--- config.mk ---
export PLATFORM = sky130hd
export DESIGN_NAME = cartridge_bank_controller_core
export DESIGN_NICKNAME = d
export VERILOG_FILES = /design/src/rtl/cbc_pkg.sv /design/src/rtl/cbc_bank_regs.sv /design/src/rtl/cbc_translate.sv /design/src/rtl/cartridge_bank_controller_core.sv
export SDC_FILE = /design/constraint.sdc
export NUM_CORES = 1
export LEC_CHECK = 0
export BUFFER_PORTS_ARGS = -buffer_cell sky130_fd_sc_hd__buf_2
export CORE_ASPECT_RATIO = 1.4
export CORE_MARGIN = 1.5
export CORE_UTILIZATION = 57
export CTS_CLUSTER_DIAMETER = 100
export DETAILED_ROUTE_END_ITERATION = 6
export GPL_TIMING_DRIVEN = 0
export PLACE_DENSITY = 0.84
export RECOVER_POWER = 50
export SYNTH_ARGS = -nofsm -noshare
export SYNTH_HDL_FRONTEND = slang
export SYNTH_SLANG_ARGS = --single-unit
--- constraint.sdc ---
create_clock -name clock -period 6.2 [get_ports clock]
set_input_delay 0.93 -clock clock [delete_from_list [all_inputs] [get_ports clock]]
set_output_delay 0.93 -clock clock [all_outputs]
set_load 0.01 [all_outputs]
--- src/rtl/cbc_pkg.sv ---
// Shared types and constants for the cartridge bank controller.
package cbc_pkg;

   localparam logic [1:0] KIND_PLAIN = 2'd0;
   localparam logic [1:0] KIND_MBC1  = 2'd1;
   localparam logic [1:0] KIND_MBC3  = 2'd2;
   localparam logic [1:0] KIND_SPARE = 2'd3;

   localparam logic [1:0] TARGET_NONE = 2'd0;
   localparam logic [1:0] TARGET_ROM  = 2'd1;
   localparam logic [1:0] TARGET_RAM  = 2'd2;

   localparam logic OP_READ  = 1'b0;
   localparam logic OP_WRITE = 1'b1;

   localparam logic [7:0] ROM_BANK_RESET = 8'h01;
   localparam logic [3:0] RAM_ENABLE_KEY = 4'hA;
   localparam logic [2:0] RAM_WINDOW     = 3'b101;

   localparam logic [1:0] REG_RAM_ENABLE = 2'd0;
   localparam logic [1:0] REG_ROM_BANK   = 2'd1;
   localparam logic [1:0] REG_RAM_BANK   = 2'd2;
   localparam logic [1:0] REG_MODE       = 2'd3;

   typedef struct packed {
      logic        opcode;
      logic [15:0] address;
      logic [7:0]  data;
   } access_type;

   typedef struct packed {
      logic [7:0] rom_bank;
      logic [1:0] ram_bank;
      logic       banking_mode;
      logic       ram_enabled;
   } bank_state_type;

   typedef struct packed {
      logic [1:0]  target;
      logic [21:0] rom_address;
      logic [14:0] ram_address;
      logic        ram_write;
      logic [7:0]  write_data;
   } result_type;

endpackage

--- src/rtl/cbc_bank_regs.sv ---
// Banking registers, updated by register-window writes.
module cbc_bank_regs import cbc_pkg::*; (
   input  logic           clock,
   input  logic           reset,
   input  logic           update,
   input  logic [1:0]     kind,
   input  access_type     access,
   output bank_state_type bank
);

   bank_state_type bank_ff;
   bank_state_type bank_in;
   logic           mbc1;
   logic           banked;
   logic           reg_write;
   logic [4:0]     low_bank;

   assign mbc1      = (kind == KIND_MBC1);
   assign banked    = (kind == KIND_MBC1) || (kind == KIND_MBC3);
   assign reg_write = update && banked && (access.opcode == OP_WRITE)
                      && !access.address[15];
   assign low_bank  = (access.data[4:0] == 5'd0) ? 5'd1 : access.data[4:0];

   always_comb begin
      bank_in = bank_ff;
      if (reg_write) begin
         case (access.address[14:13])
            REG_RAM_ENABLE: begin
               bank_in.ram_enabled = (access.data[3:0] == RAM_ENABLE_KEY);
            end
            REG_ROM_BANK: begin
               if (mbc1) begin
                  bank_in.rom_bank = {1'b0, bank_ff.rom_bank[6:5], low_bank};
               end else begin
                  bank_in.rom_bank = (access.data == 8'd0) ? ROM_BANK_RESET
                                                           : access.data;
               end
            end
            REG_RAM_BANK: begin
               if (!mbc1 || bank_ff.banking_mode) begin
                  bank_in.ram_bank = access.data[1:0];
               end else begin
                  bank_in.rom_bank = {1'b0, access.data[1:0], bank_ff.rom_bank[4:0]};
               end
            end
            REG_MODE: begin
               bank_in.banking_mode = access.data[0];
               if (mbc1) begin
                  if (!access.data[0]) begin
                     bank_in.ram_bank = 2'd0;
                  end else begin
                     bank_in.rom_bank = {3'd0, bank_ff.rom_bank[4:0]};
                  end
               end
            end
            default: begin
               bank_in = bank_ff;
            end
         endcase
      end
   end

   always_ff @(posedge clock) begin
      if (reset) begin
         bank_ff.rom_bank     <= ROM_BANK_RESET;
         bank_ff.ram_bank     <= 2'd0;
         bank_ff.banking_mode <= 1'b0;
         bank_ff.ram_enabled  <= 1'b0;
      end else begin
         bank_ff <= bank_in;
      end
   end

   assign bank = bank_ff;

endmodule

--- src/rtl/cbc_translate.sv ---
// Address decode and translation of one bus access.
module cbc_translate import cbc_pkg::*; (
   input  logic [1:0]     kind,
   input  access_type     access,
   input  bank_state_type bank,
   output result_type     result
);

   logic        banked;
   logic        in_ram;
   logic [15:0] addr;

   assign addr   = access.address;
   assign banked = (kind == KIND_MBC1) || (kind == KIND_MBC3);
   assign in_ram = (addr[15:13] == RAM_WINDOW);

   always_comb begin
      result = '0;
      if (!banked) begin
         if ((access.opcode == OP_READ) && !addr[15]) begin
            result.target      = TARGET_ROM;
            result.rom_address = {6'd0, addr};
         end
      end else if (access.opcode == OP_WRITE) begin
         if (in_ram && bank.ram_enabled) begin
            result.target      = TARGET_RAM;
            result.ram_address = {bank.ram_bank, addr[12:0]};
            result.ram_write   = 1'b1;
            result.write_data  = access.data;
         end
      end else if (!addr[15]) begin
         result.target = TARGET_ROM;
         if (!addr[14]) begin
            result.rom_address = {6'd0, addr};
         end else begin
            result.rom_address = {bank.rom_bank, addr[13:0]};
         end
      end else if (in_ram && bank.ram_enabled) begin
         result.target      = TARGET_RAM;
         result.ram_address = {bank.ram_bank, addr[12:0]};
      end
   end

endmodule

--- src/rtl/cartridge_bank_controller_core.sv ---
// Top level of the cartridge bank controller: input stage, result stage, control.
//
//  channel | dir | handshake          | payload
//  req     | in  | req_tvalid/tready  | tuser opcode, tdata address+data
//  rsp     | out | rsp_tvalid/tready  | tuser target, tdata addresses+strobe+byte
//  csr     | in  | csr_we             | csr_wdata controller kind
//
// One beat per cycle sustained while rsp is not stalled; an access goes from
// req to rsp via the input register, then the result register. Bank registers
// update as an access leaves the input register. Synchronous active-high reset
// empties both stages and restores bank defaults. A stalled rsp holds its beat;
// req keeps accepting while the input register is free or drains.
module cartridge_bank_controller_core import cbc_pkg::*; (
   input  logic        clock,
   input  logic        reset,
   input  logic        req_tvalid,
   output logic        req_tready,
   input  logic [0:0]  req_tuser,  // [0] opcode
   input  logic [23:0] req_tdata,  // [15:0] address, [23:16] data
   output logic        rsp_tvalid,
   input  logic        rsp_tready,
   output logic [1:0]  rsp_tuser,  // [1:0] target
   output logic [47:0] rsp_tdata,  // [21:0] rom_address, [36:22] ram_address,
                                   // [37] ram_write, [45:38] write_data, rest 0
   input  logic        csr_we,
   input  logic [1:0]  csr_wdata
);

   logic [1:0]     kind_ff;
   logic           s1_valid_ff;
   access_type     s1_access_ff;
   logic           out_valid_ff;
   result_type     out_result_ff;
   logic           out_ready;
   logic           s1_fire;
   logic           req_fire;
   bank_state_type bank;
   result_type     result_in;

   assign out_ready  = !out_valid_ff || rsp_tready;
   assign s1_fire    = s1_valid_ff && out_ready;
   assign req_tready = !s1_valid_ff || out_ready;
   assign req_fire   = req_tvalid && req_tready;

   always_ff @(posedge clock) begin
      if (reset) begin
         kind_ff <= KIND_PLAIN;
      end else if (csr_we) begin
         kind_ff <= csr_wdata;
      end
   end

   always_ff @(posedge clock) begin
      if (reset) begin
         s1_valid_ff <= 1'b0;
      end else if (req_tready) begin
         s1_valid_ff <= req_tvalid;
      end
   end

   always_ff @(posedge clock) begin
      if (req_fire) begin
         s1_access_ff.opcode  <= req_tuser[0];
         s1_access_ff.address <= req_tdata[15:0];
         s1_access_ff.data    <= req_tdata[23:16];
      end
   end

   cbc_bank_regs u_bank_regs (
      .clock  (clock),
      .reset  (reset),
      .update (s1_fire),
      .kind   (kind_ff),
      .access (s1_access_ff),
      .bank   (bank)
   );

   cbc_translate u_translate (
      .kind   (kind_ff),
      .access (s1_access_ff),
      .bank   (bank),
      .result (result_in)
   );

   always_ff @(posedge clock) begin
      if (reset) begin
         out_valid_ff <= 1'b0;
      end else if (out_ready) begin
         out_valid_ff <= s1_valid_ff;
      end
   end

   always_ff @(posedge clock) begin
      if (s1_fire) begin
         out_result_ff <= result_in;
      end
   end

   assign rsp_tvalid = out_valid_ff;
   assign rsp_tuser  = out_result_ff.target;
   assign rsp_tdata  = {2'd0, out_result_ff.write_data, out_result_ff.ram_write,
                        out_result_ff.ram_address, out_result_ff.rom_address};

   a_req_lands: assert property (@(posedge clock) disable iff (reset)
      req_fire |=> s1_valid_ff)
      else $error("accepted beat did not reach the input stage");

   a_strobe_ram_only: assert property (@(posedge clock) disable iff (reset)
      (rsp_tvalid && (rsp_tuser != TARGET_RAM)) |-> !rsp_tdata[37])
      else $error("RAM write strobe without RAM target");

   a_none_zero: assert property (@(posedge clock) disable iff (reset)
      (rsp_tvalid && (rsp_tuser == TARGET_NONE)) |-> (rsp_tdata == 48'd0))
      else $error("unmapped access carries nonzero payload");

   a_rom_clean: assert property (@(posedge clock) disable iff (reset)
      (rsp_tvalid && (rsp_tuser == TARGET_ROM)) |-> (rsp_tdata[47:22] == 26'd0))
      else $error("ROM result carries RAM fields");

endmodule
==> qor.yml, run 1 <==
status: "finished, violations left"
failed_checks: "max-capacitance violations, max-slew violations"
clkSlewWorstSetupHoldPaths_ps: 80
core-area_um2: 5820
worstRegToRegCells: 2
fill_cells: 399
clock_tree.htree_level_count: 3
viasPerCell: 5.27
dieWidth_um: 68.6
initial_core_util_pct: 59.0
ys.warnings.count: 0
fin_worst_skew_ps: 7.57
maxCapViolations: 1
layout_min_cycle_time_ps: 3320
cts_root_buffer: "clkbuf_8"
synth-main-ff-cell: "edfxtp_1"
synth_enable_flop_cells: 73
dr_wl_met3_um: 470
floorplan.io_pins: 84
antenna_cells: 0
wire_per_inst_um: 15.6
switching_share_pct: 22.4
path_class: "in -> reg"
startpoint_type: "input port"
grtUsageTotal_pct: 21.9
setup_viol_count_final: 0
crit_path_max_incr_delay_ps: 1590
worstPathBufferInverterCount: 2
syn_avg_cell_area_um2: 14.6
grt_setup_unrepaired: "false"
routed_wirelength_mm: 6.31
place.detailed.hpwl_mm: 4.42
postCtsSetupRepairBufs: 0
highest_layer: "met4"
power.internal_uw: 888
ant_nets: 0
grt_antenna_before_repair: 0
worst_hold_path.num_cells: 2
final_cell_count_no_fill: 404
layout-area-overhead-vs-synth_pct: 19.3
final-hold-violation-count: 0
worst_hold_path_type: "reg -> reg"
crit_fanout: 42
largest_voltage_drop_on_the_vdd_net_uv: 202
hold_end: "u_bank_regs.bank[5]"
synth_seq_area_share_pct: 73.1
area.sequential_um2: 2510
synth-seq-cells: 89
worst_hold_startpoint: "u_bank_regs.bank[5]"
worst_margin_pin_slew_ps: 2150
setup-tns-final_ps: 0
crit_path_start: "rsp_tready"
power.sequential.fraction_pct: 59.6
grt_start_max_net_pins: 43
final_nets: 362
globalplace.congestion: 0.845
detail_route.drc_violations: 0
worst_r2r_endpoint: "rsp_tdata[41]"
insertion_delay_ps: 350
dpl.cell_count: 388
fmaxAchievable_mhz: 301
grt.overflow.total: 0
wirelength_met1_mm: 2.32
io_buffers: 81
syn-cell-area_um2: 3440
post-route-period-util_pct: 53.6
cp.arrival_ps: 3250
post_place_worst_slack_ps: 3730
timing.reg2reg.setup_slack_ps: 3230
grt_first_pass_wirelength_mm: 9.93
asyncSetResetFlopFracSynth_pct: 0
ys_types: 48
commonest_non_fill_non_tap_cell_in_the_layout: "buf_2"
cp.required_ps: 6130
switching_power_uw: 257
detail_route.first_pass.iterations: 4
relSlewSlack_pct: -43.1
synthesis.instances: 235
cts_buffer_depth: 2
post_route_cells_drive_above_1_share_pct: 32.9
routed-wl-met2_mm: 3.19
total_via_count_after_detailed_routing: 2131
postLayoutCoreUtil_pct: 70.4
endpoint_kind: "flop"
cp_cell_sequence: "buf_2 -> nand2b_1 -> and2_0 -> clkbuf_1"
rr_startpoint: "s1_valid_ff"
highest_count_cells_in_the_layout_ignoring_fill_and_taps: "buf_2 (82), edfxtp_1 (73), and2_0 (19)"
first_iter_violations: 208
numCtsBuffers: 9
timing.critical_path.max_delay_family: "buffers and inverters"
die-height_um: 94.9
power_per_cell_area_nw_per_um2: 279
via_count_of_the_first_global_routing_pass: 2069
p_comb_share_pct: 5.9
clkSinkCount: 89
floorplan.die_area_um2: 6510
ctsHoldBuffers: 0
area_taken_by_multi_input_logic_gates_um2: 815
tritoncts: "done"
critical_path.slowest_cell: "clkbuf_1"
finalWorstSetupSlack_ps: 2880
clockPowerShare_pct: 34.4
cts_resized: 0
timing_max_transition_violations_final: 43
rows: 33
leakage_component_of_the_power_uw: 0.00161
[metal layers]
| metal | vias up | GRT usage [%] |
|---|---|---|
| met5 | - | 0 |
| met4 | 0 | 12.8 |
| li1 | 1038 | - |
| met3 | 26 | 7.75 |
| met1 | 956 | 24.9 |
| met2 | 111 | 34.8 |
[worst reg2reg max path, stage by stage (launching register included)]
cell	delay, ps
dfxtp_1	480
and2_0	470
clkbuf_1	1590
[power by group through the flow]
stage / combinational (uW) / clock, uW / sequential (uW)
2_1_floorplan: 32.9 / 0 / 699
3_3_place_gp: 68.6 / 0 / 695
3_5_place_dp: 72.5 / 0 / 695
4_1_cts: 72.8 / 403 / 682
5_1_grt: 75.6 / 426 / 686
6_report: 67.8 / 394 / 682
[cell type report]
class,count,share of cell area [%]
sequential,89,61.3
multi-input combinational,131,19.9
timing repair buffer,82,9.95
clock buffer,9,3.02
tap,70,2.14
clock inverter,7,1.92
buffer,12,1.49
inverter,4,0.366
[cells in the mapped netlist (3+ instances only)]
master     n  share of area (%)
nor3_1     3               0.44
nor3b_1    3               0.66
and3_1     8                1.5
o21ai_0    5               0.73
and2_1    37                6.7
edfxtp_1  73                 64
mux2i_1    3               0.87
inv_1      4               0.44
nor2_1    11                1.2
a21oi_1    9                1.3
buf_2      3               0.44
dfxtp_1   16                9.3
nand3_1    6               0.87
nor2b_1    4               0.73
nand2_1    7               0.76
buf_4      3               0.66
[sequential cells by signal, summed over array words and instances, names as in the netlist]
signal,flops
kind_ff,2
rsp_tdata,46
s1_access_ff,25
rsp_tuser,2
u_bank_regs.bank,12
rsp_tvalid,1
s1_valid_ff,1
[per-stage QoR]
step / area, um2 / power, uW / hold WS [ps]
after detailed placement: 3960 / 768 / 442
after global routing: 4100 / 1190 / 492
final: 4100 / 1140 / 453
after global placement: 3930 / 763 / 442
after CTS: 4160 / 1160 / 454
after floorplan: 3440 / 732 / 429
[logic make-up after synthesis]
family / count (synthesis) / synth area share, %
AO/OA/AOI/OAI: 25 / 4.55
adder cells (fa/ha/maj): 1 / 0.364
buffers and inverters: 16 / 2.84
flip-flops: 89 / 73.1
multiplexers: 3 / 0.874
other: 1 / 0.109
AND/OR/NAND/NOR: 100 / 18.2
[worst max-delay path by stage]
stage	to	slack [ps]	depth (start not counted)
2_1_floorplan	rsp_tdata[0]	3500	2
3_3_place_gp	rsp_tdata[33]	3060	3
3_5_place_dp	s1_access_ff[16]	3730	4
4_1_cts	req_tready	3790	4
5_1_grt	rsp_tdata[34]	2600	4
6_report	rsp_tdata[41]	2880	4
Note: power is estimated with default switching activity, not from simulation.
==> run 2, diff against run 1 <==
--- a/config.mk
+++ b/config.mk
@@ -8,11 +8,11 @@
 export BUFFER_PORTS_ARGS = -buffer_cell sky130_fd_sc_hd__buf_2
 export CORE_ASPECT_RATIO = 1.4
 export CORE_MARGIN = 1.5
-export CORE_UTILIZATION = 57
+export CORE_UTILIZATION = 47
 export CTS_CLUSTER_DIAMETER = 100
 export DETAILED_ROUTE_END_ITERATION = 6
 export GPL_TIMING_DRIVEN = 0
-export PLACE_DENSITY = 0.84
+export PLACE_DENSITY = 0.74
 export RECOVER_POWER = 50
 export SYNTH_ARGS = -nofsm -noshare
 export SYNTH_HDL_FRONTEND = slang
==> constraint.sdc (replaced) <==
create_clock -name clock -period 2.9 [get_ports clock]
set_input_delay 0.435 -clock clock [delete_from_list [all_inputs] [get_ports clock]]
set_output_delay 0.435 -clock clock [all_outputs]
set_load 0.01 [all_outputs]
==> run 2 against run 1 <==
Effect of this change: the flow now finishes without violations; sequential power rose by 110%; sequential cell count unchanged; combinational power rose by 100%; non-clock buffer count unchanged; first-iteration DRC count down 64%; clock-buffer cell count increased by 2; critical path depth fell by 1; clock power increased by 130%; largest power group unchanged; highest routed layer unchanged.
==> qor.yml, run 2 (synthesis results as in run 1) <==
io_buffers: 81
post_place_worst_slack_ps: 908
antenna_cells: 0
commonest_non_fill_non_tap_cell_in_the_layout: "edfxtp_1"
grt_setup_unrepaired: "false"
finalWorstSetupSlack_ps: 752
initial_core_util_pct: 48.9
cts_root_buffer: "clkbuf_8"
via_count_of_the_first_global_routing_pass: 1939
worstPathBufferInverterCount: 1
power_per_cell_area_nw_per_um2: 610
grt.overflow.total: 0
clkSlewWorstSetupHoldPaths_ps: 90
detail_route.drc_violations: 0
tritoncts: "done"
globalplace.congestion: 0.863
layout-area-overhead-vs-synth_pct: 19.4
clockPowerShare_pct: 36.3
worst_margin_pin_slew_ps: 1110
power_total_uw: 2510
final_cell_count_no_fill: 429
area_taken_by_multi_input_logic_gates_um2: 828
worst_hold_slack_ps: 246
fin_worst_skew_ps: 11.0
endpoint_kind: "flop"
critical_path.slowest_cell: "clkbuf_2"
place.detailed.hpwl_mm: 4.14
status: "complete, no violations"
area.sequential_um2: 2510
power.sequential.fraction_pct: 58.2
timing.critical_path.max_delay_family: "buffers and inverters"
maxCapViolations: 0
cp_cell_sequence: "nand2b_1 -> and2_0 -> clkbuf_2"
dieWidth_um: 75.3
cp.required_ps: 2870
crit_fanout: 42
floorplan.io_pins: 84
rows: 36
cp.arrival_ps: 2120
core-area_um2: 7030
detail_route.first_pass.iterations: 4
final-hold-violation-count: 0
numCtsBuffers: 9
final_nets: 362
layout_min_cycle_time_ps: 2150
insertion_delay_ps: 360
viasPerCell: 4.82
clkSinkCount: 89
first_iter_violations: 75
post_route_cells_drive_above_1_share_pct: 19.5
largest_voltage_drop_on_the_vdd_net_uv: 404
setup_viol_count_final: 0
highest_count_cells_in_the_layout_ignoring_fill_and_taps: "edfxtp_1 (73), clkbuf_1 (55), buf_2 (34)"
worst_hold_path_type: "in -> reg"
p_comb_share_pct: 5.5
switching_power_uw: 513
clock_tree.htree_level_count: 3
leakage_component_of_the_power_uw: 0.00150
wire_per_inst_um: 13.6
grt_first_pass_wirelength_mm: 9.09
cts_resized: 0
grt_start_max_net_pins: 43
path_class: "reg -> reg"
dpl.cell_count: 413
die-height_um: 104
total_via_count_after_detailed_routing: 2067
ctsHoldBuffers: 0
crit_path_max_incr_delay_ps: 820
setup-tns-final_ps: 0
cts_buffer_depth: 2
largest_register_ffs: 46
timing_max_transition_violations_final: 0
routed_wirelength_mm: 5.84
fill_cells: 614
floorplan.die_area_um2: 7840
post-route-period-util_pct: 74.1
ant_nets: 0
postCtsSetupRepairBufs: 0
power.internal_uw: 1990
relSlewSlack_pct: 25.8
grt_antenna_before_repair: 0
startpoint_type: "flop"
grtUsageTotal_pct: 16.4
switching_share_pct: 20.5
fmaxAchievable_mhz: 465
-- run 2: power by group through the flow --
stage	combinational, uW	sequential, uW	clock (uW)
global placement	147	1490	0
global route	154	1470	978
detailed placement	153	1490	0
finish	138	1460	909
CTS	154	1460	942
floorplan	70.3	1500	0
-- run 2: final timing paths --
kind | start | end | slack [ps] | depth (start not counted)
worst max-delay path | rsp_tvalid | rsp_tdata[11] | 750 | 3
worst min-delay path | req_tdata[14] | s1_access_ff[22] | 250 | 1
worst max register to register | rsp_tvalid | rsp_tdata[11] | 750 | 3
worst min register to register | u_bank_regs.bank[5] | u_bank_regs.bank[5] | 460 | 2
-- run 2: area by class of cell --
cell class	instances	area share (%)
Tap cell	95	2.90
Clock inverter	5	1.92
Inverter	4	0.366
Clock buffer	11	3.44
Multi-Input combinational cell	131	20.2
Timing Repair Buffer	82	8.47
Sequential cell	89	61.2
Buffer	12	1.52
-- run 2: worst register-to-register path: stages, from the launching register on --
cell,delay [ps]
dfxtp_1,330
nand2b_1,160
and2_0,430
clkbuf_2,830
-- run 2: layer usage --
| metal | global-route usage [%] | up-vias | wire length, um |
|---|---|---|---|
| met1 | 17.5 | 937 | 2180 |
| li1 | - | 1031 | - |
| met2 | 27.0 | 85 | 3080 |
| met4 | 13.0 | 0 | 223 |
| met5 | 0 | - | 0 |
| met3 | 3.20 | 14 | 367 |
-- run 2: stage by stage --
| stage | instance area, um2 | util, % |
|---|---|---|
| 2_1_floorplan | 3440 | - |
| 3_3_place_gp | 3970 | 56.4 |
| 3_5_place_dp | 3990 | 56.7 |
| 4_1_cts | 4210 | 59.9 |
| 5_1_grt | 4110 | 58.4 |
| 6_report | 4110 | 58.4 |
==> run 3, diff against run 2 <==
==> constraint.sdc (replaced) <==
create_clock -name clock -period 1.9 [get_ports clock]
set_input_delay 0.285 -clock clock [delete_from_list [all_inputs] [get_ports clock]]
set_output_delay 0.285 -clock clock [all_outputs]
set_load 0.01 [all_outputs]
==> run 3 against run 2 <==
Effect of this change: total power is 58% higher; critical path depth is 4 higher; hold slack worse by 140 ps; clock-buffer cell count stayed put; design area is 1.4% higher; first-iteration DRC count is 100% higher; sequential power is 53% higher; clock power is 67% higher; worst setup slack worse by 570 ps; combinational power is 59% higher; critical path type unchanged; critical endpoint is now u_bank_regs.bank[3].
==> qor.yml, run 3 (synthesis results as in run 1) <==
dieWidth_um: 75.3
crit_fanout: 8
grt_first_pass_wirelength_mm: 9.25
cp.required_ps: 2140
place.detailed.hpwl_mm: 4.20
status: "complete, no violations"
antenna_cells: 0
power.sequential.fraction_pct: 56.2
die-height_um: 104
io_buffers: 81
clkSlewWorstSetupHoldPaths_ps: 80
fill_cells: 603
final_nets: 362
switching_share_pct: 19.8
fin_worst_skew_ps: 7.07
grt.overflow.total: 0
floorplan.io_pins: 84
cts_root_buffer: "clkbuf_8"
relSlewSlack_pct: 59.0
globalplace.congestion: 0.908
routed-wl-met2_mm: 3.11
clockPowerShare_pct: 38.3
cp.arrival_ps: 1960
p_comb_share_pct: 5.5
dr_wl_met3_um: 380
first_iter_violations: 153
worst_hold_path.num_cells: 1
cts_buffer_depth: 2
switching_power_uw: 785
worst_hold_startpoint: "req_tdata[8]"
rr_startpoint: "kind_ff[1]"
commonest_non_fill_non_tap_cell_in_the_layout: "edfxtp_1"
postLayoutCoreUtil_pct: 59.2
power_total_uw: 3960
wire_per_inst_um: 14.2
grt_start_max_net_pins: 49
path_class: "reg -> reg"
worst_hold_slack_ps: 102
detail_route.drc_violations: 0
post_route_cells_drive_above_1_share_pct: 21.6
final_cell_count_no_fill: 429
highest_layer: "met4"
power_per_cell_area_nw_per_um2: 952
largest_register_ffs: 46
fmaxAchievable_mhz: 581
final-hold-violation-count: 0
worst_hold_path_type: "in -> reg"
endpoint_kind: "flop"
detail_route.first_pass.iterations: 4
grtUsageTotal_pct: 16.5
leakage_component_of_the_power_uw: 0.00152
initial_core_util_pct: 48.9
via_count_of_the_first_global_routing_pass: 1981
timing_max_transition_violations_final: 0
layout_min_cycle_time_ps: 1720
setup_viol_count_final: 0
power.internal_uw: 3180
dpl.cell_count: 412
clkSinkCount: 89
worstRegToRegCells: 7
rows: 36
routed_wirelength_mm: 6.10
layout-area-overhead-vs-synth_pct: 21.1
startpoint_type: "flop"
clock_tree.htree_level_count: 3
highest_count_cells_in_the_layout_ignoring_fill_and_taps: "edfxtp_1 (73), clkbuf_1 (52), buf_2 (35)"
worst_margin_pin_slew_ps: 614
ant_nets: 0
timing.reg2reg.setup_slack_ps: 180
wirelength_met1_mm: 2.34
ctsHoldBuffers: 0
maxCapViolations: 0
post_place_worst_slack_ps: -16.2
insertion_delay_ps: 350
viasPerCell: 5.00
grt_setup_unrepaired: "false"
largest_voltage_drop_on_the_vdd_net_uv: 575
hold_end: "s1_access_ff[16]"
worst_r2r_endpoint: "u_bank_regs.bank[3]"
floorplan.die_area_um2: 7840
tritoncts: "done"
grt_antenna_before_repair: 0
post-route-period-util_pct: 90.7
numCtsBuffers: 9
total_via_count_after_detailed_routing: 2145
finalWorstSetupSlack_ps: 178
core-area_um2: 7030
-- run 3: changes by cell type in the layout (fill, tap and decap cells not counted), sizes merged --
cell      change
clkinvlp      +1
buf           +2
clkinv        -2
bufinv        +1
clkbuf        -2
-- run 3: repair_timing --
item | in CTS | in global routing
gates resized for setup | 0 | 3
setup buffers | 1 | 0
pin swaps | 1 | 1
endpoints found under the setup margin | 1 | 75
-- run 3: worst max path at each step --
stage | from | to | slack [ps] | cells past startpoint
finish | kind_ff[1] | u_bank_regs.bank[3] | 180 | 7
global route | s1_access_ff[22] | rsp_tdata[41] | 40 | 5
CTS | rsp_tvalid | s1_access_ff[11] | 20 | 3
detailed placement | kind_ff[1] | u_bank_regs.bank[4] | -20 | 6
global placement | kind_ff[1] | u_bank_regs.bank[4] | -20 | 6
floorplan | rsp_tvalid | s1_access_ff[0] | 250 | 3
-- run 3: area by class of cell --
cell class	count	area (um2)	share of cell area, %
clock inverters	5	103	2.47
flip-flops and latches	89	2510	60.4
repair buffers	82	352	8.45
inverters	4	15.0	0.361
clock buffers	11	141	3.40
multi-input cells	131	837	20.1
well taps	95	119	2.86
plain buffers	12	82.6	1.98
-- run 3: critical path, stage by stage (launching register included) --
cell and delay, ps:
dfxtp_1 330, inv_1 40, ha_2 330, nor3b_4 290, and3_2 220, buf_4 150
nand3_2 110, mux2i_1 130
-- run 3: stage by stage --
| step | setup TNS [ps] | cell area (um2) |
|---|---|---|
| final | 0 | 4160 |
| after global routing | 0 | 4160 |
| after CTS | 0 | 4220 |
| after detailed placement | -16.2 | 3970 |
| after global placement | -15.3 | 3970 |
| after floorplan | 0 | 3440 |
-- run 3: metal layers --
layer	up-vias	GRT usage [%]
met3	23	4.07
met4	0	11.0
met2	95	27.1
met1	994	18.3
met5	-	0
li1	1033	-
-- run 3: power groups by stage --
stage               Clock, uW  Sequential, uW  Combinational, uW
finish                   1520            2230                219
global route             1620            2240                242
global placement            0            2270                226
floorplan                   0            2280                108
detailed placement          0            2270                229
CTS                      1570            2230                230
